--- src/design/los_pkg.sv ---
// shared types, widths and constants for the lane offset steering angle core
// no dependencies
package los_pkg;

    localparam int COORD_WIDTH  = 16;
    localparam int LHW_W        = 11;
    localparam int SPEED_W      = 7;
    localparam int STEER_W      = 16;
    localparam int CFG_DATA_W   = 11;

    // datapath widths, partly derived from the 16-bit coordinate width
    localparam int D_W          = COORD_WIDTH + 1;
    localparam int MAG_W        = COORD_WIDTH;
    localparam int SQ_W         = 2 * MAG_W;
    localparam int NM_W         = LHW_W + MAG_W;
    localparam int SQ_N_W       = 50;
    localparam int ROOT_W       = SQ_N_W / 2;
    localparam int SQ_REM_W     = ROOT_W + 1;
    localparam int SQRT_STAGES  = ROOT_W;
    localparam int NUM_W        = 36;
    localparam int Q_W          = 12;
    localparam int DIV_STAGES   = Q_W;
    localparam int OFF_W        = Q_W + 1;
    localparam int P_W          = COORD_WIDTH + 2;
    localparam int SCALE_SH     = 52 - COORD_WIDTH;
    localparam int CX_W         = P_W + SCALE_SH + 2;
    localparam int Z_W          = 27;
    localparam int ATAN_ENTRIES = 24;

    localparam logic signed [Z_W-1:0] DEG_HALF_TURN = 27'sd11796480;
    localparam logic signed [Z_W-1:0] DEG_QUARTER   = 27'sd5898240;
    localparam logic signed [Z_W-1:0] ROUND_BIAS    = 27'sd512;
    localparam int                    ANGLE_SH      = 10;
    localparam logic signed [Z_W-1:0] STEER_MIN     = -27'sd5760;
    localparam logic signed [Z_W-1:0] STEER_MAX     = 27'sd17280;

    typedef enum logic [0:0] {
        CFG_HALF_WIDTH  = 1'b0,
        CFG_DRIVE_SPEED = 1'b1
    } cfg_index_t;

    typedef struct packed {
        logic                          line_valid;
        logic signed [COORD_WIDTH-1:0] start_x;
        logic signed [COORD_WIDTH-1:0] start_y;
        logic signed [COORD_WIDTH-1:0] end_x;
        logic signed [COORD_WIDTH-1:0] end_y;
    } det_t;

    typedef struct packed {
        logic                      steer_update;
        logic signed [STEER_W-1:0] steering_angle;
        logic [SPEED_W-1:0]        motor_speed;
    } cmd_t;

    // atan(2^-i) in 2^-16 degree
    function automatic logic signed [Z_W-1:0] atan_entry(input int unsigned i);
        logic signed [Z_W-1:0] a;
        case (i)
            0:       a = 27'sd2949120;
            1:       a = 27'sd1740967;
            2:       a = 27'sd919879;
            3:       a = 27'sd466945;
            4:       a = 27'sd234379;
            5:       a = 27'sd117304;
            6:       a = 27'sd58666;
            7:       a = 27'sd29335;
            8:       a = 27'sd14668;
            9:       a = 27'sd7334;
            10:      a = 27'sd3667;
            11:      a = 27'sd1833;
            12:      a = 27'sd917;
            13:      a = 27'sd458;
            14:      a = 27'sd229;
            15:      a = 27'sd115;
            16:      a = 27'sd57;
            17:      a = 27'sd29;
            18:      a = 27'sd14;
            19:      a = 27'sd7;
            20:      a = 27'sd4;
            21:      a = 27'sd2;
            22:      a = 27'sd1;
            default: a = 27'sd0;
        endcase
        return a;
    endfunction

endpackage

--- src/design/los_div_cell.sv ---
// one cell of the pipelined dual divider: one quotient bit of both divisions
// depends on los_pkg
module los_div_cell #(
    parameter int BIT   = 0,
    parameter int TAG_W = 1
) (
    input  logic                       clk,
    input  logic                       rst_n,
    input  logic                       en,
    input  logic                       valid_in,
    input  logic [los_pkg::NUM_W-1:0]  rem_a_in,
    input  logic [los_pkg::NUM_W-1:0]  rem_b_in,
    input  logic [los_pkg::ROOT_W-1:0] div_in,
    input  logic [los_pkg::Q_W-1:0]    q_a_in,
    input  logic [los_pkg::Q_W-1:0]    q_b_in,
    input  logic [TAG_W-1:0]           tag_in,
    output logic                       valid_out,
    output logic [los_pkg::NUM_W-1:0]  rem_a_out,
    output logic [los_pkg::NUM_W-1:0]  rem_b_out,
    output logic [los_pkg::ROOT_W-1:0] div_out,
    output logic [los_pkg::Q_W-1:0]    q_a_out,
    output logic [los_pkg::Q_W-1:0]    q_b_out,
    output logic [TAG_W-1:0]           tag_out
);

    logic                       valid_reg;
    logic [los_pkg::NUM_W-1:0]  rem_a_reg, rem_a_next, rem_b_reg, rem_b_next;
    logic [los_pkg::ROOT_W-1:0] div_reg;
    logic [los_pkg::Q_W-1:0]    q_a_reg, q_a_next, q_b_reg, q_b_next;
    logic [TAG_W-1:0]           tag_reg;
    logic [los_pkg::NUM_W:0]    dsh;

    always_comb
    begin
        dsh        = (los_pkg::NUM_W + 1)'(div_in) << BIT;
        rem_a_next = rem_a_in;
        rem_b_next = rem_b_in;
        q_a_next   = q_a_in;
        q_b_next   = q_b_in;
        if ({1'b0, rem_a_in} >= dsh)
        begin
            rem_a_next    = los_pkg::NUM_W'({1'b0, rem_a_in} - dsh);
            q_a_next[BIT] = 1'b1;
        end
        if ({1'b0, rem_b_in} >= dsh)
        begin
            rem_b_next    = los_pkg::NUM_W'({1'b0, rem_b_in} - dsh);
            q_b_next[BIT] = 1'b1;
        end
    end

    always_ff @(posedge clk or negedge rst_n)
    begin
        if (!rst_n)
            valid_reg <= 1'b0;
        else if (en)
            valid_reg <= valid_in;
    end

    always_ff @(posedge clk)
    begin
        if (en)
        begin
            rem_a_reg <= rem_a_next;
            rem_b_reg <= rem_b_next;
            div_reg   <= div_in;
            q_a_reg   <= q_a_next;
            q_b_reg   <= q_b_next;
            tag_reg   <= tag_in;
        end
    end

    assign valid_out = valid_reg;
    assign rem_a_out = rem_a_reg;
    assign rem_b_out = rem_b_reg;
    assign div_out   = div_reg;
    assign q_a_out   = q_a_reg;
    assign q_b_out   = q_b_reg;
    assign tag_out   = tag_reg;

endmodule

--- config.mk ---
export PLATFORM = sky130hd
export DESIGN_NAME = los_div_cell
export DESIGN_NICKNAME = d
export VERILOG_FILES = /design/src/design/los_pkg.sv /design/src/design/los_div_cell.sv
export SDC_FILE = /design/constraint.sdc
export NUM_CORES = 1
export LEC_CHECK = 0
export ABC_AREA = 1
export BUFFER_PORTS_ARGS = -buffer_cell sky130_fd_sc_hd__buf_4
export CORE_MARGIN = 4
export CORE_UTILIZATION = 40
export CTS_CLUSTER_SIZE = 14
export DETAILED_ROUTE_END_ITERATION = 16
export SLEW_MARGIN = 20
export SYNTH_ARGS = -nofsm -noshare
export SYNTH_HDL_FRONTEND = slang
export SYNTH_SLANG_ARGS = --single-unit
--- constraint.sdc ---
create_clock -name clk -period 2.6 [get_ports clk]
set_clock_uncertainty 0.2 [all_clocks]
set_input_delay 0.52 -clock clk [delete_from_list [all_inputs] [get_ports clk]]
set_output_delay 0.52 -clock clk [all_outputs]
set_load 0.005 [all_outputs]
==> impl_metrics.ini <==
[clocking]
cts.path.max_buffers = 2
cts.clk_slew.worst_paths_ns = 0.06
tritoncts = done
clock-sinks = 123
cts_buffers = 17
cts_setup_buffers = 0
insertion_delay_ns = 0.42
htreeDepth = 4
clock-root-buffer = clkbuf_16

[global_route]
grt_max_degree = 53
met1_usage_pct = 30.3
grt_pass1_wl_um = 50400
grt_pass1_vias = 9866
grt_overflow_total = 0
busiest_layer = met2
grt_use_total_pct = 24.5
antenna_found_initial = 0
grtUsageMet2_pct = 44.2
use_met3_pct = 4.03

[final_layout]
n_antenna_cell = 0
syn2layout_area_growth_pct = 47.3
final_core_util_pct = 59.8
layout-drive-gt1-share_pct = 32.4
layout.nets = 1975

[sta]
rsz0062_at_grt = false
worstMarginPinSlew_ns = 0.489
slew_headroom_pct = 67.1
hold_violations = 0
setup-violations-final = 0
slew_viol_final = 0
fmax_mhz = 405
period_needed_ns = 2.47
worst_slack_ns = 0.129
fin_crit_sh_pct = 95.0

[die]
start_util_pct = 40.6
die_h_um = 162
die_w_um = 162
rows = 56
io_pins = 249
design.core.area_um2 = 23400
die_area_um2 = 26300

[setup_path]
cp_max_fo = 15
path_cells = buf_4 > inv_1 > ha_1 > a21oi_2 > nand2_1 > a21oi_1 > nand3_2 > nand2_2 > nand2_4 > buf_4 > or2_2
crit_slowest_cell = ha_1
worst_r2r_endpoint = valid_out
critPathTopFamily = simple AND/OR/NAND/NOR gates
cp.arrival_ns = 2.45
end_kind = flip-flop
crit_cells = 11
start_kind = input port
r2r-start = valid_out
reg2reg_setup_slack_ns = 1.66
path_common_cell = buf_4
worst-path-buf-inv = 3
worst-r2r-cell-count = 1
startpoint = div_in[19]
crit_path_end = q_b_out[0]
critical_path_required_ns = 2.58
critPathMaxStageDelay_ns = 0.35
worstSetupPathType = input port to flip-flop

[place]
dp_hpwl_um = 27200
gp_congestion = 0.973
port_buffers = 248
post-place-ws_ns = -0.408

[power]
p_switching_uw = 2170
p_clk_share_pct = 35.1
seqPwrFrac_pct = 34.8
cellPowerDensity_nw_per_um2 = 519
ir_worst_vdd_mv = 0.365
intPower_uw = 5090
p_sw_share_pct = 29.9
leakagePower_uw = 0.00732
power_frac_comb_pct = 30.1

[run]
cap_violations = 0

[detailed_routing]
drc_errors = 0
wl_per_cell_um = 15.2
routed_wl_um = 32300
via_per_inst = 4.57
vias = 9728
ant_nets = 0
drtPass1Iterations = 7
first_iter_violations = 532

[yosys]
synth_cells = 1316
syn_area_per_cell_um2 = 7.22
netlist_area_um2 = 9510
synth_warnings = 0
synth.distinct_cells = 36
synth_flop_cell = edfxtp_1
synth_fp_nets = 1494
synth-edff-count = 122
ys_seq_area_share_pct = 38.8
synth-seq-cells = 123
async_flop_share_pct = 0.813

[outcome]
status = completed

[hold_path]
min_path_type = input port to flip-flop
## cell usage after synthesis (2+ instances only)
cell type / number / share of area, %
nand3_1: 55 / 2.9
buf_2: 2 / 0.11
o21ai_2: 37 / 3.4
nand2b_1: 2 / 0.13
xnor2_1: 30 / 2.8
nor4_1: 3 / 0.20
nand2_2: 17 / 1.1
o21bai_1: 4 / 0.32
xor2_1: 6 / 0.55
nor2_2: 5 / 0.33
buf_6: 8 / 0.95
ha_1: 50 / 6.6
a21oi_2: 5 / 0.46
edfxtp_1: 122 / 39
nand2_1: 495 / 20
inv_6: 2 / 0.18
a21o_1: 2 / 0.16
nand3_2: 2 / 0.21
o21ai_0: 13 / 0.68
nand3b_1: 5 / 0.39
fa_1: 2 / 0.42
or2_2: 3 / 0.20
nand4_1: 21 / 1.4
nor2_4: 3 / 0.36
inv_1: 246 / 9.7
nor3_1: 12 / 0.63
nor2_1: 113 / 4.5
a21boi_0: 2 / 0.16
a21oi_1: 41 / 2.2
nand2_4: 2 / 0.24
## metal layers
layer	vias up	part of all wire, %	wire [um]
li1	5100	-	-
met1	4343	43	14000
met2	248	50	16100
met3	37	4.6	1470
met4	0	2.3	754
met5	-	0	0
## power groups by stage
stage / Clock, uW / Sequential, uW / Combinational, uW
2_1_floorplan: 0 / 2600 / 936
6_report: 2550 / 2530 / 2180
3_3_place_gp: 0 / 2570 / 2180
4_1_cts: 2590 / 2530 / 2200
5_1_grt: 2690 / 2550 / 2410
3_5_place_dp: 0 / 2570 / 2190
## cell usage in the layout, fill, tap and decap left out, types with 3 or more instances in the layout
cell type / Yosys / layout
o21bai_1: 4 / 4
clkinv_4: 0 / 5
a21oi_2: 5 / 6
o21ai_2: 37 / 37
nand3_1: 55 / 55
nand3b_1: 5 / 5
nor2_1: 113 / 112
inv_1: 246 / 246
buf_4: 1 / 471
o21ai_0: 13 / 13
nor3_1: 12 / 12
xor2_1: 6 / 6
a21oi_1: 41 / 40
nand2_2: 17 / 17
edfxtp_1: 122 / 122
ha_1: 50 / 50
nor2_2: 5 / 6
nand2_1: 495 / 495
inv_6: 2 / 5
clkbuf_16: 0 / 17
nor2_4: 3 / 3
or2_2: 3 / 3
bufinv_16: 0 / 3
nand4_1: 21 / 21
nor4_1: 3 / 3
xnor2_1: 30 / 30
## worst min path at each step
stage                           from          end  slack (ns)  depth (start not counted)
after floorplan                rst_n    valid_out        0.02                          0
after global placement         rst_n    valid_out         0.1                          1
after detailed placement       rst_n    valid_out         0.1                          1
after CTS                  q_a_in[1]   q_a_out[1]        0.06                          1
after global routing       q_b_in[8]   q_b_out[8]        0.05                          1
final                     q_a_in[11]  q_a_out[11]        0.07                          1
## sequential cells by signal, summed over array words and instances, names as in the netlist
signal and cells:
rem_a_out 36, div_out 25, q_a_out 12, valid_out 1, q_b_out 12, rem_b_out 36
tag_out 1
## logic make-up after synthesis
kind of cell / Yosys count / synth area share (%)
muxes: 1 / 0.118
buffers and inverters: 261 / 11.2
DFF: 123 / 38.8
xor gates and xnor gates: 36 / 3.32
AOI/OAI and AO/OA: 104 / 7.34
and+or+nand+nor: 739 / 32.2
adders and majority gates: 52 / 7.00
## cell type report
class | instances | area (um2)
Fill cell | 2316 | 9400
Multi-Input combinational cell | 932 | 4760
Sequential cell | 123 | 3690
Timing Repair Buffer | 474 | 3590
Inverter | 249 | 956
Clock buffer | 17 | 425
Tap cell | 319 | 399
Clock inverter | 15 | 189
## repair_timing
| action | CTS | global route |
|---|---|---|
| resized for setup | 1 | 4 |
| hold buffers | 1 | 0 |
| hold endpoints to repair | 1 | 0 |
| endpoints found under the setup margin | 1 | 9 |
## metrics by stage
step           power, uW  instance area [um2]  hold WS (ns)  setup TNS [ns]  cells
5_1_grt             7650                14000        0.0456               0   2129
3_5_place_dp        4760                13400        0.0969          -17.75   2096
3_3_place_gp        4740                13400        0.0953          -15.84   2096
6_report            7270                14000        0.0716               0   2129
4_1_cts             7320                14000        0.0564               0   2129
2_1_floorplan       3530                 9510        0.0244               0   1316
(Power assumes the default switching activity.)
