$ cat config.mk
export PLATFORM = sky130hd
export DESIGN_NAME = los_sqrt_cell
export DESIGN_NICKNAME = d
export VERILOG_FILES = /design/src/design/los_pkg.sv /design/src/design/los_sqrt_cell.sv
export SDC_FILE = /design/constraint.sdc
export NUM_CORES = 1
export LEC_CHECK = 0
export ABC_CLOCK_PERIOD_IN_PS = 1180
export BUFFER_PORTS_ARGS = -buffer_cell sky130_fd_sc_hd__buf_2
export CAP_MARGIN = 40
export CORE_UTILIZATION = 30
export DETAILED_ROUTE_END_ITERATION = 16
export HOLD_SLACK_MARGIN = 0.05
export SLEW_MARGIN = 20
export SYNTH_ARGS = -nofsm -noshare
export SYNTH_HDL_FRONTEND = slang
export SYNTH_SLANG_ARGS = --single-unit
$ cat constraint.sdc
create_clock -name clk -period 1.18 [get_ports clk]
set_clock_uncertainty 0.05 [all_clocks]
set_input_delay 0.236 -clock clk [delete_from_list [all_inputs] [get_ports clk]]
set_output_delay 0.236 -clock clk [all_outputs]
set_load 0.02 [all_outputs]
$ cat src/design/los_pkg.sv
// shared types, widths and constants for the lane offset steering angle core
// no dependencies
package los_pkg;

    localparam int COORD_WIDTH  = 16;
    localparam int LHW_W        = 11;
    localparam int SPEED_W      = 7;
    localparam int STEER_W      = 16;
    localparam int CFG_DATA_W   = 11;

    // datapath widths, partly derived from the 16-bit coordinate width
    localparam int D_W          = COORD_WIDTH + 1;
    localparam int MAG_W        = COORD_WIDTH;
    localparam int SQ_W         = 2 * MAG_W;
    localparam int NM_W         = LHW_W + MAG_W;
    localparam int SQ_N_W       = 50;
    localparam int ROOT_W       = SQ_N_W / 2;
    localparam int SQ_REM_W     = ROOT_W + 1;
    localparam int SQRT_STAGES  = ROOT_W;
    localparam int NUM_W        = 36;
    localparam int Q_W          = 12;
    localparam int DIV_STAGES   = Q_W;
    localparam int OFF_W        = Q_W + 1;
    localparam int P_W          = COORD_WIDTH + 2;
    localparam int SCALE_SH     = 52 - COORD_WIDTH;
    localparam int CX_W         = P_W + SCALE_SH + 2;
    localparam int Z_W          = 27;
    localparam int ATAN_ENTRIES = 24;

    localparam logic signed [Z_W-1:0] DEG_HALF_TURN = 27'sd11796480;
    localparam logic signed [Z_W-1:0] DEG_QUARTER   = 27'sd5898240;
    localparam logic signed [Z_W-1:0] ROUND_BIAS    = 27'sd512;
    localparam int                    ANGLE_SH      = 10;
    localparam logic signed [Z_W-1:0] STEER_MIN     = -27'sd5760;
    localparam logic signed [Z_W-1:0] STEER_MAX     = 27'sd17280;

    typedef enum logic [0:0] {
        CFG_HALF_WIDTH  = 1'b0,
        CFG_DRIVE_SPEED = 1'b1
    } cfg_index_t;

    typedef struct packed {
        logic                          line_valid;
        logic signed [COORD_WIDTH-1:0] start_x;
        logic signed [COORD_WIDTH-1:0] start_y;
        logic signed [COORD_WIDTH-1:0] end_x;
        logic signed [COORD_WIDTH-1:0] end_y;
    } det_t;

    typedef struct packed {
        logic                      steer_update;
        logic signed [STEER_W-1:0] steering_angle;
        logic [SPEED_W-1:0]        motor_speed;
    } cmd_t;

    // atan(2^-i) in 2^-16 degree
    function automatic logic signed [Z_W-1:0] atan_entry(input int unsigned i);
        logic signed [Z_W-1:0] a;
        case (i)
            0:       a = 27'sd2949120;
            1:       a = 27'sd1740967;
            2:       a = 27'sd919879;
            3:       a = 27'sd466945;
            4:       a = 27'sd234379;
            5:       a = 27'sd117304;
            6:       a = 27'sd58666;
            7:       a = 27'sd29335;
            8:       a = 27'sd14668;
            9:       a = 27'sd7334;
            10:      a = 27'sd3667;
            11:      a = 27'sd1833;
            12:      a = 27'sd917;
            13:      a = 27'sd458;
            14:      a = 27'sd229;
            15:      a = 27'sd115;
            16:      a = 27'sd57;
            17:      a = 27'sd29;
            18:      a = 27'sd14;
            19:      a = 27'sd7;
            20:      a = 27'sd4;
            21:      a = 27'sd2;
            22:      a = 27'sd1;
            default: a = 27'sd0;
        endcase
        return a;
    endfunction

endpackage

$ cat src/design/los_sqrt_cell.sv
// one cell of the pipelined square root: settles one root bit per cycle while en is high
// depends on los_pkg
module los_sqrt_cell #(
    parameter int TAG_W = 1
) (
    input  logic                         clk,
    input  logic                         rst_n,
    input  logic                         en,
    input  logic                         valid_in,
    input  logic [los_pkg::SQ_N_W-1:0]   n_in,
    input  logic [los_pkg::ROOT_W-1:0]   root_in,
    input  logic [los_pkg::SQ_REM_W-1:0] rem_in,
    input  logic [TAG_W-1:0]             tag_in,
    output logic                         valid_out,
    output logic [los_pkg::SQ_N_W-1:0]   n_out,
    output logic [los_pkg::ROOT_W-1:0]   root_out,
    output logic [los_pkg::SQ_REM_W-1:0] rem_out,
    output logic [TAG_W-1:0]             tag_out
);

    logic                         valid_reg;
    logic [los_pkg::SQ_N_W-1:0]   n_reg, n_next;
    logic [los_pkg::ROOT_W-1:0]   root_reg, root_next;
    logic [los_pkg::SQ_REM_W-1:0] rem_reg, rem_next;
    logic [TAG_W-1:0]             tag_reg;
    logic [los_pkg::SQ_REM_W+1:0] pre;
    logic [los_pkg::SQ_REM_W+1:0] trial;

    always_comb
    begin
        pre    = {rem_in, n_in[los_pkg::SQ_N_W-1 -: 2]};
        trial  = (los_pkg::SQ_REM_W + 2)'({root_in, 2'b01});
        n_next = {n_in[los_pkg::SQ_N_W-3:0], 2'b00};
        if (pre >= trial)
        begin
            rem_next  = los_pkg::SQ_REM_W'(pre - trial);
            root_next = {root_in[los_pkg::ROOT_W-2:0], 1'b1};
        end
        else
        begin
            rem_next  = los_pkg::SQ_REM_W'(pre);
            root_next = {root_in[los_pkg::ROOT_W-2:0], 1'b0};
        end
    end

    always_ff @(posedge clk or negedge rst_n)
    begin
        if (!rst_n)
            valid_reg <= 1'b0;
        else if (en)
            valid_reg <= valid_in;
    end

    always_ff @(posedge clk)
    begin
        if (en)
        begin
            n_reg    <= n_next;
            root_reg <= root_next;
            rem_reg  <= rem_next;
            tag_reg  <= tag_in;
        end
    end

    assign valid_out = valid_reg;
    assign n_out     = n_reg;
    assign root_out  = root_reg;
    assign rem_out   = rem_reg;
    assign tag_out   = tag_reg;

endmodule

==> metrics.yaml <==
critical_path:
  startpoint_type: "input pin"
  number_of_cells_on_the_worst_reg_to_reg_path: 1
  reg2reg_setup_slack_ns: 0.36
  timing.critical_path.to_type: "register"
  max_fanout_on_critical_path: 5
  setup.worst_path.class: "in2reg"
  critical_path.reg2reg.endpoint: "valid_out"
  regToRegStartpoint: "valid_out"
  crit_arrival_ns: 2.33
  required_time_of_the_critical_path_ns: 1.23
detailed_routing:
  antenna_nets_post_route: 0
  wl_per_cell_um: 16.0
  wirelength_um: 16100
  post-route-drc-count: 0
  dr.first_iter.drc_count: 123
  total_number_of_vias: 4592
  drtPass1Iterations: 4
  vias_per_cell: 4.55
timing:
  timing.final.crit_share_pct: 193
  finalMaxSlewViolations: 0
  period_minus_slack_ns: 2.28
  unrepaired_setup_endpoints_after_global_routing: "yes"
  fmaxAchievable_mhz: 439
  final_hold_violation_count: 0
  setup_slack_ns: -1.10
  setup-violations-final: 52
place:
  port_buffers: 206
  dp.final_hpwl_um: 10800
  dp_slack_ns: -1.67
  dpl-instance-area_um2: 7190
  weighted_congestion_reported_at_the_end_of_routability_driven_placement: 0.867
logic_synthesis:
  postSynthRegisterBits: 101
  synth_async_sr_flop_share_pct: 0.990
  synth-edff-count: 100
  synth_cells: 386
  yosysUniqueCellTypes: 53
  yosysWarningCount: 0
  ys.flop_type: "sky130_fd_sc_hd__edfxtp_1"
  syn_area_per_cell_um2: 12.9
  synth_seq_area_share_pct: 60.8
  synth_area_um2: 4980
cells_and_area:
  fillerInstances: 1297
  final_area_um2: 9500
  ff_latch_area_um2: 3030
  synthToLayoutAreaGrowth_pct: 90.6
  multiInputGateArea_um2: 2290
  nets: 920
  layout-drive-gt1-share_pct: 56.4
die:
  die-area_um2: 17100
  ios: 209
  die_h_um: 131
  fp.coreArea_um2: 16100
  initial_utilization_pct: 31.0
  die_width_um: 131
  rows: 46
global_route:
  globalRoute.totalOverflow: 0
  grt_antenna_before_repair: 1
  global_route_usage_sum_pct: 17.3
  grt_first_pass_wirelength_um: 22500
  maximum_number_of_pins_on_one_net_before_global_route_repair: 27
  first_global_vias: 4523
pwr:
  peakVddDrop_v: 0.000674
  pwr_density_cell_nw_per_um2: 1200
  power.leakage_uw: 0.00409
worst_hold_path:
  hold_path_depth: 2
  hold_path_startpoint: "valid_in"
  worstHoldPathType: "in2reg"
  holdPathEnd: "valid_out"
clocking:
  clk_pin_slew_ns: 0.08
  max-clock-path-buffers: 2
  clkLatencyLatePin_ns: 0.35
  ctsHtreeMaxLevel: 3
  cts_buffers: 9
  cts_tree: "done"
  clock_sinks: 101
  clk_root_buffer_cell: "sky130_fd_sc_hd__clkbuf_16"
run_status:
  violations: "setup timing"
  run_status: "complete, but fails checks"
job:
  max_cap_violations: 0
-- cells in the final DEF, fill, tap and decap left out, types with 8 or more instances in the layout --
| cell | count |
|---|---|
| sky130_fd_sc_hd__buf_2 | 103 |
| sky130_fd_sc_hd__buf_6 | 104 |
| sky130_fd_sc_hd__nand3_1 | 8 |
| sky130_fd_sc_hd__mux2_4 | 16 |
| sky130_fd_sc_hd__o21ai_0 | 9 |
| sky130_fd_sc_hd__xnor2_1 | 14 |
| sky130_fd_sc_hd__buf_4 | 115 |
| sky130_fd_sc_hd__a21oi_2 | 9 |
| sky130_fd_sc_hd__buf_8 | 9 |
| sky130_fd_sc_hd__ha_4 | 16 |
| sky130_fd_sc_hd__nor2_1 | 14 |
| sky130_fd_sc_hd__ha_1 | 8 |
| sky130_fd_sc_hd__inv_1 | 23 |
| sky130_fd_sc_hd__dlygate4sd3_1 | 72 |
| sky130_fd_sc_hd__a21oi_1 | 18 |
| sky130_fd_sc_hd__clkbuf_16 | 9 |
| sky130_fd_sc_hd__edfxtp_1 | 100 |
| sky130_fd_sc_hd__nand2_1 | 16 |
-- worst max path at each step --
stage,from,endpoint,depth (start not counted)
5_1_grt,root_in[16],rem_out[25],13
4_1_cts,rem_in[14],rem_out[6],10
3_5_place_dp,root_in[15],rem_out[25],11
6_report,rem_in[19],rem_out[2],10
2_1_floorplan,root_in[16],rem_out[10],10
3_3_place_gp,root_in[15],rem_out[2],10
-- state kept, by name (all words and copies together), names as in the netlist --
register   cells
n_out         48
tag_out        1
root_out      25
valid_out      1
rem_out       26
-- layout make-up --
class                      count  share of cell area (%)
timing repair buffer         406                    36.6
sequential                   101                    31.9
multi-input combinational    237                    24.1
tap                          216                    2.85
clock buffer                   9                    2.37
inverter                      32                    1.53
clock inverter                 7                   0.711
antenna                        1                  0.0263
-- metrics by stage --
| step | total power [uW] | instances | TNS [ns] | utilization [%] | hold WS [ns] |
|---|---|---|---|---|---|
| after floorplan | 6110 | 387 | -37.76 | - | -0.110 |
| after global placement | 7360 | 902 | -41.24 | 44.8 | -0.0380 |
| after detailed placement | 7400 | 902 | -42.30 | 44.8 | -0.0352 |
| after CTS | 10900 | 1004 | -29.99 | 54.3 | 0.0608 |
| after global routing | 11900 | 1009 | -30.78 | 59.1 | 0.0756 |
| final | 11400 | 1009 | -27.44 | 59.1 | 0.0767 |
-- cells in the mapped netlist, types with 5 or more instances --
| library cell | n | area, um^2 |
|---|---|---|
| sky130_fd_sc_hd__edfxtp_1 | 100 | 3000 |
| sky130_fd_sc_hd__inv_1 | 32 | 120 |
| sky130_fd_sc_hd__a21oi_1 | 31 | 155 |
| sky130_fd_sc_hd__ha_1 | 27 | 338 |
| sky130_fd_sc_hd__nor2_1 | 22 | 82.6 |
| sky130_fd_sc_hd__nand2_1 | 18 | 67.6 |
| sky130_fd_sc_hd__xnor2_1 | 16 | 140 |
| sky130_fd_sc_hd__o21ai_0 | 12 | 60.1 |
| sky130_fd_sc_hd__mux2_1 | 11 | 124 |
| sky130_fd_sc_hd__nand3_1 | 9 | 45.0 |
| sky130_fd_sc_hd__a211oi_1 | 7 | 52.6 |
| sky130_fd_sc_hd__clkbuf_1 | 7 | 26.3 |
| sky130_fd_sc_hd__nor3_1 | 7 | 35.0 |
| sky130_fd_sc_hd__mux2_2 | 6 | 67.6 |
| sky130_fd_sc_hd__xor2_1 | 6 | 52.6 |
| sky130_fd_sc_hd__a21o_1 | 5 | 37.5 |
| sky130_fd_sc_hd__buf_4 | 5 | 37.5 |
| sky130_fd_sc_hd__o21a_1 | 5 | 37.5 |
-- worst max-delay path, stage by stage --
cell and delay, ns:
sky130_fd_sc_hd__buf_4 0.14, sky130_fd_sc_hd__ha_4 0.26, sky130_fd_sc_hd__and3_4 0.21, sky130_fd_sc_hd__nand3_4 0.07
sky130_fd_sc_hd__or4_4 0.43, sky130_fd_sc_hd__a31oi_4 0.18, sky130_fd_sc_hd__a2bb2oi_4 0.23, sky130_fd_sc_hd__buf_6 0.15
sky130_fd_sc_hd__buf_12 0.12, sky130_fd_sc_hd__mux2_4 0.29
-- power breakdown --
group | internal (uW) | total, uW | switching, uW
logic | 2140 | 3930 | 1780
registers | 4390 | 4550 | 160
clock network | 1480 | 2940 | 1460
total | 8020 | 11400 | 3400
-- logic make-up after synthesis --
group                      count (synthesis)  share of synthesized area, %
AOI/OAI and AO/OA                         86                          11.9
xor gates and xnor gates                  22                          3.87
adders and majority gates                 27                          6.78
buffers and inverters                     49                          4.44
DFF                                      101                          60.8
muxes                                     17                          3.84
other                                      1                        0.0752
and+or+nand+nor                           83                          8.31
-- routing by layer --
metal  part of all wire (%)  up-vias  global-route usage [%]
met1                     41     2197                    20.6
met2                     52      143                    31.2
li1                       -     2235                       -
met5                      0        -                       0
met4                    1.2        0                    4.73
met3                    5.6       17                    3.66
-- repair_timing --
item / 4_1_cts / 5_1_grt
setup endpoints to repair: 56 / 120
gates resized for setup: 102 / 207
hold endpoints to repair: 72 / 0
hold buffers: 72 / 0
cloned: 2 / 0
buffers inserted: 12 / 9
pin swaps: 17 / 29
Power figures use the tool's default switching activity.
