$ cat config.mk
export PLATFORM = sky130hd
export DESIGN_NAME = los_cordic_cell
export DESIGN_NICKNAME = d
export VERILOG_FILES = /design/src/design/los_pkg.sv /design/src/design/los_cordic_cell.sv
export SDC_FILE = /design/constraint.sdc
export NUM_CORES = 1
export LEC_CHECK = 0
export BUFFER_PORTS_ARGS = -buffer_cell sky130_fd_sc_hd__buf_2
export CORE_MARGIN = 1.5
export CORE_UTILIZATION = 52
export DETAILED_ROUTE_END_ITERATION = 10
export PLACE_DENSITY = 0.79
export SETUP_SLACK_MARGIN = 0.15
export SYNTH_ARGS = -nofsm -noshare
export SYNTH_HDL_FRONTEND = slang
export SYNTH_SLANG_ARGS = --single-unit
export TNS_END_PERCENT = 1
$ cat constraint.sdc
create_clock -name clk -period 0.8 [get_ports clk]
set_clock_uncertainty 0.1 [all_clocks]
set_input_delay 0.08 -clock clk [delete_from_list [all_inputs] [get_ports clk]]
set_output_delay 0.08 -clock clk [all_outputs]
set_load 0.02 [all_outputs]
$ cat src/design/los_pkg.sv
// shared types, widths and constants for the lane offset steering angle core
// no dependencies
package los_pkg;

    localparam int COORD_WIDTH  = 16;
    localparam int LHW_W        = 11;
    localparam int SPEED_W      = 7;
    localparam int STEER_W      = 16;
    localparam int CFG_DATA_W   = 11;

    // datapath widths, partly derived from the 16-bit coordinate width
    localparam int D_W          = COORD_WIDTH + 1;
    localparam int MAG_W        = COORD_WIDTH;
    localparam int SQ_W         = 2 * MAG_W;
    localparam int NM_W         = LHW_W + MAG_W;
    localparam int SQ_N_W       = 50;
    localparam int ROOT_W       = SQ_N_W / 2;
    localparam int SQ_REM_W     = ROOT_W + 1;
    localparam int SQRT_STAGES  = ROOT_W;
    localparam int NUM_W        = 36;
    localparam int Q_W          = 12;
    localparam int DIV_STAGES   = Q_W;
    localparam int OFF_W        = Q_W + 1;
    localparam int P_W          = COORD_WIDTH + 2;
    localparam int SCALE_SH     = 52 - COORD_WIDTH;
    localparam int CX_W         = P_W + SCALE_SH + 2;
    localparam int Z_W          = 27;
    localparam int ATAN_ENTRIES = 24;

    localparam logic signed [Z_W-1:0] DEG_HALF_TURN = 27'sd11796480;
    localparam logic signed [Z_W-1:0] DEG_QUARTER   = 27'sd5898240;
    localparam logic signed [Z_W-1:0] ROUND_BIAS    = 27'sd512;
    localparam int                    ANGLE_SH      = 10;
    localparam logic signed [Z_W-1:0] STEER_MIN     = -27'sd5760;
    localparam logic signed [Z_W-1:0] STEER_MAX     = 27'sd17280;

    typedef enum logic [0:0] {
        CFG_HALF_WIDTH  = 1'b0,
        CFG_DRIVE_SPEED = 1'b1
    } cfg_index_t;

    typedef struct packed {
        logic                          line_valid;
        logic signed [COORD_WIDTH-1:0] start_x;
        logic signed [COORD_WIDTH-1:0] start_y;
        logic signed [COORD_WIDTH-1:0] end_x;
        logic signed [COORD_WIDTH-1:0] end_y;
    } det_t;

    typedef struct packed {
        logic                      steer_update;
        logic signed [STEER_W-1:0] steering_angle;
        logic [SPEED_W-1:0]        motor_speed;
    } cmd_t;

    // atan(2^-i) in 2^-16 degree
    function automatic logic signed [Z_W-1:0] atan_entry(input int unsigned i);
        logic signed [Z_W-1:0] a;
        case (i)
            0:       a = 27'sd2949120;
            1:       a = 27'sd1740967;
            2:       a = 27'sd919879;
            3:       a = 27'sd466945;
            4:       a = 27'sd234379;
            5:       a = 27'sd117304;
            6:       a = 27'sd58666;
            7:       a = 27'sd29335;
            8:       a = 27'sd14668;
            9:       a = 27'sd7334;
            10:      a = 27'sd3667;
            11:      a = 27'sd1833;
            12:      a = 27'sd917;
            13:      a = 27'sd458;
            14:      a = 27'sd229;
            15:      a = 27'sd115;
            16:      a = 27'sd57;
            17:      a = 27'sd29;
            18:      a = 27'sd14;
            19:      a = 27'sd7;
            20:      a = 27'sd4;
            21:      a = 27'sd2;
            22:      a = 27'sd1;
            default: a = 27'sd0;
        endcase
        return a;
    endfunction

endpackage

$ cat src/design/los_cordic_cell.sv
// one vectoring cordic cell: rotates toward the x axis by atan(2^-STAGE)
// depends on los_pkg
module los_cordic_cell #(
    parameter int STAGE = 0,
    parameter int TAG_W = 1
) (
    input  logic                             clk,
    input  logic                             rst_n,
    input  logic                             en,
    input  logic                             valid_in,
    input  logic signed [los_pkg::CX_W-1:0]  x_in,
    input  logic signed [los_pkg::CX_W-1:0]  y_in,
    input  logic signed [los_pkg::Z_W-1:0]   z_in,
    input  logic [TAG_W-1:0]                 tag_in,
    output logic                             valid_out,
    output logic signed [los_pkg::CX_W-1:0]  x_out,
    output logic signed [los_pkg::CX_W-1:0]  y_out,
    output logic signed [los_pkg::Z_W-1:0]   z_out,
    output logic [TAG_W-1:0]                 tag_out
);

    logic                            valid_reg;
    logic signed [los_pkg::CX_W-1:0] x_reg, x_next, y_reg, y_next;
    logic signed [los_pkg::Z_W-1:0]  z_reg, z_next;
    logic [TAG_W-1:0]                tag_reg;
    logic signed [los_pkg::CX_W-1:0] xs, ys;
    logic signed [los_pkg::Z_W-1:0]  ang;
    logic                            y_pos;

    always_comb
    begin
        xs    = x_in >>> STAGE;
        ys    = y_in >>> STAGE;
        ang   = los_pkg::atan_entry(STAGE);
        y_pos = !y_in[los_pkg::CX_W-1] && (y_in != '0);
        if (y_pos)
        begin
            x_next = x_in + ys;
            y_next = y_in - xs;
            z_next = z_in + ang;
        end
        else
        begin
            x_next = x_in - ys;
            y_next = y_in + xs;
            z_next = z_in - ang;
        end
    end

    always_ff @(posedge clk or negedge rst_n)
    begin
        if (!rst_n)
            valid_reg <= 1'b0;
        else if (en)
            valid_reg <= valid_in;
    end

    always_ff @(posedge clk)
    begin
        if (en)
        begin
            x_reg   <= x_next;
            y_reg   <= y_next;
            z_reg   <= z_next;
            tag_reg <= tag_in;
        end
    end

    assign valid_out = valid_reg;
    assign x_out     = x_reg;
    assign y_out     = y_reg;
    assign z_out     = z_reg;
    assign tag_out   = tag_reg;

endmodule

==> out/results.tsv, run 1 <==
metric	value	unit
outcome	aborted with a tool error	
haltStage	global routing	
error	[ERROR GRT-0232] Routing congestion too high. Check the congestion heatmap in the GUI.	
synth_compound_area_share	26.21	%
avgSynthCellArea	8.316	sq um
synth-simple-area-share	14.93	%
grt_use_total	76.74	%
cts-root-buf	clkbuf_16	
synthArstFlopShare	0.7143	%
worst-ep-kind	sequential cell input	
synth_fp_nets	2116	
numCtsBuffers	17	
synth_area_leaders	edfxtp_1 (28%), ha_1 (15%), a21oi_1 (7.6%)	
portBuffers	284	
synth_enable_flop_cells	139	
initial_core_util	53.26	%
grt_max_degree	77	
num_rows	61	
synthAdderAreaFrac	15.13	%
synth_top_family_by_area	compound AO/OA/AOI/OAI gates	
synthCells	1794	
dp.cells	3085	
yosysWarnings	0	
synth_commonest_cells	a21oi_1 (227), ha_1 (174), inv_1 (174)	
synthesis.area	0.01492	sq mm
synth-xor-area-share	6.986	%
grt_antenna_before_repair	19	
yosysTopAreaCell	edfxtp_1	
ys_types	83	
synthMuxAreaShare	2.030	%
cts.sink_count	140	
synth_top_area_share	27.98	%
clk_path_buf_depth	2	
htree_num_levels	4	
synth-seq-cells	140	
yosysMostFrequentCell	a21oi_1	
dieWidth	172.4	um
dp_hpwl	54810	um
ys_seq_area_share	28.14	%
crit_endpoint	z_out[26]$_DFFE_PP_/D	
ios	285	
gp_congestion	1.046	
synth_flop_cell	edfxtp_1	
grt_overflow	73	
die_h	172.4	um
==> cells by family after synthesis <==
family,Yosys count
simple gates,463
buf+inv,254
flops,140
xor+xnor,119
fa+ha+maj,178
mux,30
compound gates,610
==> layer usage <==
layer | GRT overflow | global-route usage (%)
met1 | 5 | 80.23
met2 | 32 | 89.20
met3 | 5 | 67.22
met4 | 31 | 62.65
met5 | 0 | 47.83
==> per-stage QoR <==
step | cell area, sq um | hold WS, ns | setup slack, ns
2_1_floorplan | 15020 | -0.3156 | -2.315
3_3_place_gp | 21980 | -0.2451 | -2.773
3_5_place_dp | 21980 | -0.2424 | -2.936
4_1_cts | 23920 | -0.2512 | -2.159
==> what timing repair did <==
item,4_1_cts
hold buffers,18
endpoints found under the setup margin,262
setup buffers,43
resized for setup,180
hold endpoints to repair,31
pin swaps,58
==> inputs of run 2 (changes only) <==
--- a/config.mk
+++ b/config.mk
@@ -7,10 +7,9 @@
 export LEC_CHECK = 0
 export BUFFER_PORTS_ARGS = -buffer_cell sky130_fd_sc_hd__buf_2
 export CORE_MARGIN = 1.5
-export CORE_UTILIZATION = 52
+export CORE_UTILIZATION = 38
 export DETAILED_ROUTE_END_ITERATION = 10
-export PLACE_DENSITY = 0.79
-export SETUP_SLACK_MARGIN = 0.15
+export PLACE_DENSITY_LB_ADDON = 0.15
 export SYNTH_ARGS = -nofsm -noshare
 export SYNTH_HDL_FRONTEND = slang
 export SYNTH_SLANG_ARGS = --single-unit
==> constraint.sdc (replaced) <==
create_clock -name clk -period 1.05 [get_ports clk]
set_clock_uncertainty 0.1 [all_clocks]
set_input_delay 0.105 -clock clk [delete_from_list [all_inputs] [get_ports clk]]
set_output_delay 0.105 -clock clk [all_outputs]
set_load 0.02 [all_outputs]
==> out/results.tsv, run 2 <==
metric	value	unit
grt_overflow	0	
total_power	28.37	mW
first_global_vias	17090	
synthArstFlopShare	0.7143	%
synthMuxAreaShare	2.030	%
startpoint	y_in[6]	
met2_usage	47.87	%
syn2layout_area_growth	63.89	%
path_max_fanout	4	
start_kind	input port	
finalMaxSlewViolations	0	
dp.cells	3249	
drc_errors	0	
synthCells	1794	
vias_per_cell	5.338	
routed_wl	66270	um
yosysMostFrequentCell	a21oi_1	
fin_crit_sh	292.2	%
portBuffers	284	
synthesis.area	0.01492	sq mm
r2r-end	valid_out$_DFFE_PN0P_	
yosysTopAreaCell	edfxtp_1	
grt_use_total	31.84	%
rsz0062_at_grt	true	
clk_latency	0.47	ns
hold_path_class	input port to register	
total_leakage_power	11.55	nW
max_freq	325.9	MHz
clk_path_buf_depth	2	
path_class	input port to register	
num_rows	72	
hold_viol_final	1	
hold_buffers	24	
first_pass_iters	5	
layout_common_cells	buf_4 (727), buf_2 (274), a21oi_1 (195), inv_1 (170), nor2_1 (160)	
synth_compound_area_share	26.21	%
final_common_cell	buf_4	
synth_top_family_by_area	compound AO/OA/AOI/OAI gates	
vias	17712	
gp_congestion	0.9957	
cp.arrival	3.21	ns
drtIter0Drc	1618	
grt_max_degree	63	
power_density	1160	mW/mm^2
drive_above_1_share	45.04	%
ys_types	83	
clk_pin_slew_worst_paths	0.07	ns
violations	hold timing, setup timing	
setup_viol	261	
antennaDiodeCount	0	
ios	285	
cts_tree	yes	
use_met3	8.034	%
grt_antenna_before_repair	1	
relSlewSlack	49.00	%
dp_hpwl	54000	um
r2r_cells	1	
synth_commonest_cells	a21oi_1 (227), ha_1 (174), inv_1 (174)	
coreArea	0.03874	sq mm
grt_use_met1	45.70	%
dieWidth	201.1	um
initial_core_util	38.51	%
crit_end	z_out[25]$_DFFE_PP_	
whs	-0.04928	ns
cts-root-buf	clkbuf_16	
synth_enable_flop_cells	139	
final_cells	3318	
htree_num_levels	4	
die_area	0.04046	sq mm
r2r-start	valid_out$_DFFE_PN0P_	
outcome	finished with violations	
drv_cap	0	
end_kind	register	
synth-xor-area-share	6.986	%
die_h	201.1	um
peakVddDrop	1.345	mV
synth_area_leaders	edfxtp_1 (28%), ha_1 (15%), a21oi_1 (7.6%)	
finalWorstSetupSlack	-2.018	ns
grt_first_pass_wirelength	98390	um
drtAntennaViolNets	0	
synth_top_area_share	27.98	%
avgSynthCellArea	8.316	sq um
grt.busiest_layer	met2	
synth_fp_nets	2116	
nNetsFinal	3109	
largest_reg_flops	56	
ys_seq_area_share	28.14	%
cts.sink_count	140	
wire_per_inst	19.97	um
synthAdderAreaFrac	15.13	%
fin_area	0.02445	sq mm
synth-seq-cells	140	
numCtsBuffers	17	
worst_pin_slew	0.7650	ns
yosysWarnings	0	
fin_crit	3.068	ns
reg2reg_slack	0.21	ns
place_area	0.02227	sq mm
synth-simple-area-share	14.93	%
synth_flop_cell	edfxtp_1	
cp_data_required_time	1.19	ns
whs_path_depth	2	
run 2: layout make-up:
class                      instances  area (sq um)
inverter                         177         666.9
timing repair buffer            1051          7423
clock inverter                    15         143.9
multi-input combinational       1400         10940
tap                              518         648.1
fill                            3510         14290
clock buffer                      17         425.4
sequential                       140          4199
run 2: kinds of logic after synthesis:
group	Yosys count
flip-flops	140
multiplexers	30
buffers and inverters	254
AO/OA/AOI/OAI	610
adder cells (fa/ha/maj)	178
XOR/XNOR	119
AND/OR/NAND/NOR	463
run 2: worst min-delay path by stage:
stage | startpoint | end | slack (ns)
4_1_cts | z_in[17] | z_out[17]$_DFFE_PP_ | -0.10
3_5_place_dp | rst_n | valid_out$_DFFE_PN0P_ | -0.22
3_3_place_gp | rst_n | valid_out$_DFFE_PN0P_ | -0.22
6_report | z_in[16] | z_out[17]$_DFFE_PP_ | -0.05
2_1_floorplan | rst_n | valid_out$_DFFE_PN0P_ | -0.29
5_1_grt | z_in[16] | z_out[17]$_DFFE_PP_ | -0.03
run 2: timing repair:
item / in CTS / in global routing
gates resized for setup: 185 / 98
buffers inserted: 7 / 7
gates cloned: 0 / 0
pin swaps: 52 / 41
setup endpoints to repair: 261 / 262
hold endpoints to repair: 30 / 1
run 2: layer usage:
metal / part of all wire (%) / vias up
li1: - / 8470
met4: 1.7 / 0
met1: 46 / 8411
met3: 9.0 / 63
met5: 0 / -
met2: 43 / 768
run 2: through the flow:
stage | utilization (%) | setup TNS [ns] | setup WS [ns]
6_report | 63.12 | -204.97 | -2.018
5_1_grt | 63.12 | -219.95 | -2.135
4_1_cts | 62.03 | -205.99 | -1.987
3_5_place_dp | 57.49 | -277.76 | -2.764
3_3_place_gp | 57.49 | -274.97 | -2.672
2_1_floorplan | - | -179.28 | -2.090
run 2: where the power goes:
part / total [mW] / internal, mW / switching, mW
Sequential: 7.69 / 7.37 / 0.323
Clock: 6.18 / 3.15 / 3.03
Combinational: 14.5 / 6.56 / 7.94
run 2: worst max-delay path, cell delays in order:
cell and delay (ns):
buf_2 0.12, buf_4 0.14, nor4_2 0.35, nand2_1 0.21
o41ai_4 0.49, buf_4 0.23, ha_4 0.20, a21o_1 0.20
a21oi_4 0.16, o21bai_1 0.11, a21oi_2 0.17, nor2b_1 0.07
o21a_1 0.20, o21ai_1 0.13, nand2b_1 0.08, a21oi_2 0.15
xnor2_1 0.08
No activity file was read; power rests on OpenSTA's default activity.
